[src/rtl/ppla_ram.sv]
// Generic single-port synchronous RAM with registered read.
// No dependencies.
module ppla_ram #(
    parameter int WIDTH = 8,
    parameter int DEPTH = 16
) (
    input  logic                     aclk,
    input  logic                     we,
    input  logic [$clog2(DEPTH)-1:0] addr,
    input  logic [WIDTH-1:0]         wdata,
    output logic [WIDTH-1:0]         rdata
);
    logic [WIDTH-1:0] mem [DEPTH];

    // Write and read share one address; read data is registered and appears in the following cycle.
    always_ff @(posedge aclk) begin
        if (we) begin
            mem[addr] <= wdata;
        end
        rdata <= mem[addr];
    end
endmodule

[config.mk]
export PLATFORM = sky130hd
export DESIGN_NAME = ppla_ram
export DESIGN_NICKNAME = d
export VERILOG_FILES = /design/src/rtl/ppla_ram.sv
export SDC_FILE = /design/constraint.sdc
export NUM_CORES = 1
export LEC_CHECK = 0
export ABC_AREA = 1
export BUFFER_PORTS_ARGS = -buffer_cell sky130_fd_sc_hd__buf_4
export CAP_MARGIN = 40
export CELL_PAD_IN_SITES_DETAIL_PLACEMENT = 1
export CELL_PAD_IN_SITES_GLOBAL_PLACEMENT = 1
export CORE_MARGIN = 2
export CORE_UTILIZATION = 48
export DETAILED_ROUTE_END_ITERATION = 7
export PLACE_DENSITY_LB_ADDON = 0.1
export SLEW_MARGIN = 40
export SYNTH_ARGS = -nofsm -noshare
export SYNTH_HDL_FRONTEND = slang
export SYNTH_SLANG_ARGS = --single-unit
[constraint.sdc]
create_clock -name aclk -period 1.9 [get_ports aclk]
set_input_delay 0.095 -clock aclk [delete_from_list [all_inputs] [get_ports aclk]]
set_output_delay 0.095 -clock aclk [all_outputs]
set_load 0.1 [all_outputs]
==> results.cfg, run 1 <==
[run_status]
outcome = complete, no violations

[power]
p_total_mw = 6.90
power.density_nw_per_um2 = 1060
ir_drop_v = 0.000635
power.leakage_nw = 2.81

[synth]
synth-edff-count = 128
synth_top_area_share_pct = 68.7
syn_area_per_cell_um2 = 10.2
synth-seq-cells = 136
synth-main-ff-cell = edfxtp_1
ys_seq_area_share_pct = 71.6
synth_cell_types = 11
synthCells = 548
synth_most_common_cell = nand2_1
synthesis.nets = 562
synth_common_cells = nand2_1, edfxtp_1, inv_1
synth_area_um2 = 5590
yosysWarnings = 0
synth_area_leaders = edfxtp_1, nand2_1, dfxtp_1, inv_1, nor2_1
yosysTopAreaCell = edfxtp_1
async_flop_share_pct = 0

[clocking]
cts_buffers = 17
cts.hold.buffers_added = 0
cts_tree = built
post_cts_resized = 0
cts.htree.levels = 4
root_buffer = clkbuf_16
insertion_delay_ns = 0.41
cts_max_path_buffers = 2
clk_pin_slew_ns = 0.06
clock_sinks = 136
cts_setup_buffers = 0

[global_route]
grt_pass1_vias = 4098
antenna_found_initial = 0
grtUsageTotal_pct = 24.3
grt_max_degree = 37
gr-total-overflow = 0
grt_pass1_wl_um = 22400

[sta]
hold_viol_final = 0
slew_viol_final = 0
maxSlewHeadroom_pct = 53.9
period_share_pct = 58.0
worst_pin_slew_ns = 0.689
finalSetupViolCount = 0
setup-tns-final_ns = 0
finClkSkew_ns = 0.00586
max_freq_ghz = 0.907
rsz0062_at_grt = no
fin_crit_ns = 1.10

[critical_path]
cpPeakStageDelay_ns = 0.31
cp-end-kind = output port
ff2ff_setup_slack_ns = 0.86
crit_chain = buf_4
r2r_end = rdata[0]
path_depth = 1
cp.required_ns = 1.80
timing.critical_path.buf_inv = 1
path_class = flop to output port
path_delay_family = flip-flops
cp_max_fo = 1
critPathArrivalTime_ns = 1.01
crit_slowest_cell = dfxtp_1
r2r-start = mem[8][0]
ff2ff_path_depth = 8
crit_path_start_kind = flop

[layout]
nets = 605
post-route-util_pct = 57.1
nFillCells = 1271
fin_cells = 747
design_area_um2 = 6520
antennaDiodeCount = 0
layout-drive-gt1-share_pct = 11.8
area_delta_synth_final_pct = 16.6

[drt]
firstDrtPassIters = 4
viasPerCell = 5.11
route.detailed.drc = 0
drt_iter0_drc = 195
antenna_left = 0
vias = 3814
routed_wl_um = 14000
wl_per_cell_um = 18.8

[floorplan]
initial_core_util_pct = 49.0
dieWidth_um = 112
die_area_um2 = 12500
boundaryPins = 22
die_h_um = 112
core_um2 = 11400
row_count = 39

[placed_design]
dp_hpwl_um = 9220
gp_congestion = 0.808
placed_cell_area_um2 = 5990
dpl.cell_count = 715
port_buffers = 21

[hold_path]
hold_path_class = primary input to flop
min_path_cells = 1
min_from = wdata[7]
min_delay_worst_endpoint = mem[2][7]

[run]
maxCapViolCount = 0
metrics by stage:
step	setup WS [ns]	hold slack [ns]
after floorplan	0.428	0.194
after global placement	0.392	0.469
after detailed placement	0.380	0.487
after CTS	0.780	0.0577
after global routing	0.687	0.0585
final	0.797	0.0625
flip-flops by register name (all words and copies together) (netlist names):
| register | cells |
|---|---|
| mem | 128 |
| rdata | 8 |
kinds of logic (layout without fill, tap and decap cells):
logic type	Yosys count	after routing	synth area share [%]
flops	136	136	71.6
buf+inv	44	100	3.62
simple gates	368	368	24.8
area by class of cell:
type                       instances  area [µm²]  area share (%)
sequential                       136        4000            61.4
inverter                          23        86.3            1.32
clock buffer                      22         444            6.81
tap                              143         179            2.74
clock inverter                    10        82.6            1.27
timing repair buffer              45         338            5.18
multi-input combinational        368        1390            21.3
metal layers:
| metal | GRT usage (%) | vias to the layer above | wire length [µm] |
|---|---|---|---|
| li1 | - | 1838 | - |
| met1 | 33.3 | 1844 | 6390 |
| met2 | 39.1 | 100 | 6660 |
| met3 | 4.52 | 32 | 596 |
| met4 | 9.43 | 0 | 375 |
| met5 | 0 | - | 0 |
where the power goes:
group,switching [mW],leakage [nW],internal (mW)
logic,0.453,1.34,0.136
registers,0.0189,1.22,3.36
clock network,1.16,0.245,1.78
total,1.63,2.81,5.27
worst max-delay path by stage:
stage	endpoint	from	slack, ns
after floorplan	mem[3][0]	addr[1]	0.43
after global placement	mem[6][2]	addr[1]	0.39
after detailed placement	mem[6][5]	addr[1]	0.38
after CTS	rdata[6]	rdata[6]	0.78
after global routing	mem[6][2]	addr[1]	0.69
final	rdata[6]	rdata[6]	0.80
layout by cell type, fill, tap and decap left out, drive strengths merged:
| cell type | Yosys | final |
|---|---|---|
| clkinv | 1 | 6 |
| buf | 18 | 45 |
| inv | 22 | 22 |
| dfxtp | 8 | 8 |
| nor2 | 18 | 18 |
| edfxtp | 128 | 128 |
| bufinv | 0 | 1 |
| clkbuf | 3 | 22 |
| nand2 | 346 | 346 |
| nand3 | 4 | 4 |
| clkinvlp | 0 | 4 |
Power figures use the tool's default switching activity.
==> run 2, diff against run 1 <==
Clock period 1.9 ns to 1.14 ns, I/O delays scaled along.
==> results.cfg, run 2 (synthesis gave the netlist of run 1 again) <==
[floorplan]
die_h_um = 112
boundaryPins = 22
dieWidth_um = 112
initial_core_util_pct = 49.0
row_count = 39
core_um2 = 11400
die_area_um2 = 12500

[clocking]
insertion_delay_ns = 0.42
root_buffer = clkbuf_16
clock_sinks = 136
cts_max_path_buffers = 2
cts_buffers = 17
cts.htree.levels = 4
clk_pin_slew_ns = 0.05
cts_tree = built
cts_setup_buffers = 0

[sta]
hold_viol_final = 0
period_share_pct = 96.0
finClkSkew_ns = 0.00669
fin_crit_ns = 1.09
worst_pin_slew_ns = 0.382
maxSlewHeadroom_pct = 74.5
finalSetupViolCount = 0
slew_viol_final = 0
fin_ws_ns = 0.0454
rsz0062_at_grt = no
timing.hold.ws_ns = 0.0121
setup-tns-final_ns = 0
max_freq_ghz = 0.914

[drt]
drt_iter0_drc = 205
antenna_left = 0
route.detailed.drc = 0
viasPerCell = 5.12
routed_wl_um = 14400
wl_per_cell_um = 19.2
vias = 3827
firstDrtPassIters = 4

[global_route]
antenna_found_initial = 0
grtUsageTotal_pct = 24.9
gr-total-overflow = 0
grt_pass1_wl_um = 22700
grt_max_degree = 33
grt_pass1_vias = 4136

[layout]
area_delta_synth_final_pct = 21.5
largest_reg_flops = 128
layout-drive-gt1-share_pct = 16.0
design_area_um2 = 6800
reg_top3 = mem: 128 flops, rdata: 8 flops
top_register = mem
antennaDiodeCount = 0
nets = 606
layout_common_cells = nand2_1, edfxtp_1, buf_4
final_common_cell = nand2_1

[power]
power.leakage_nw = 2.87
ir_drop_v = 0.00122
power.density_nw_per_um2 = 1780

[critical_path]
path_depth = 1
path_delay_family = flip-flops
cp_max_fo = 1
cp.required_ns = 1.08
r2r_end = rdata[0]
ff2ff_path_depth = 8
timing.critical_path.buf_inv = 1
crit_slowest_cell = dfxtp_1
critPathArrivalTime_ns = 1.04
ff2ff_setup_slack_ns = 0.09
r2r-start = mem[4][0]
path_class = flop to output port
crit_path_start_kind = flop
cp-end-kind = output port
crit_chain = buf_6
cpPeakStageDelay_ns = 0.37

[hold_path]
hold_path_class = primary input to flop
min_from = wdata[3]
min_delay_worst_endpoint = mem[14][3]
min_path_cells = 1

[placed_design]
dp_hpwl_um = 9320
placed_cell_area_um2 = 6170
port_buffers = 21
pre_cts_ws_ns = -0.0651
gp_congestion = 0.839

[run]
maxCapViolCount = 0

[run_status]
outcome = complete, no violations
[run 2: changes by cell type in the layout (fill, tap and decap cells not counted), moves of 4 or more]
cell | before | now
nor2_1 | 18 | 0
buf_4 | 45 | 39
nand3_1 | 4 | 0
nor2_4 | 0 | 16
clkbuf_8 | 0 | 4
[run 2: routing by layer]
layer	routed length, µm	global-route usage (%)
met4	318	10.2
met2	7280	41.7
met1	6050	31.6
met3	715	5.44
met5	0	0
[run 2: report_power, final]
group	switching, mW	internal (mW)	leakage [nW]
clock	1.94	3.43	0.286
combinational	0.795	0.280	1.36
sequential	0.0424	5.59	1.22
[run 2: worst max path at each step]
| stage | start | to | slack, ns |
|---|---|---|---|
| 2_1_floorplan | addr[0] | mem[10][0] | -0.04 |
| 3_3_place_gp | addr[0] | mem[2][6] | -0.03 |
| 3_5_place_dp | addr[0] | mem[12][0] | -0.07 |
| 4_1_cts | rdata[7] | rdata[7] | 0.01 |
| 5_1_grt | rdata[7] | rdata[7] | 0.006 |
| 6_report | rdata[6] | rdata[6] | 0.05 |
[run 2: what timing repair did]
item                                    in CTS  in global routing
hold buffers                                 2                  0
resized for setup                            3                  2
hold endpoints to repair                    17                  0
endpoints found under the setup margin       3                  2
[run 2: stage by stage]
step | util, % | std cells | power [mW]
after detailed placement | 54.0 | 714 | 6.79
final | 59.5 | 748 | 12.1
after CTS | 59.5 | 748 | 12.2
after global placement | 54.0 | 714 | 6.77
after floorplan | - | 548 | 6.39
after global routing | 59.5 | 748 | 12.5
[run 2: final cells by class]
type | count | area [µm²]
Fill cell | 1213 | 4620
Sequential cell | 136 | 4000
Multi-Input combinational cell | 368 | 1550
Clock buffer | 24 | 492
Timing Repair Buffer | 46 | 390
Tap cell | 143 | 179
Clock inverter | 8 | 95.1
Inverter | 23 | 86.3
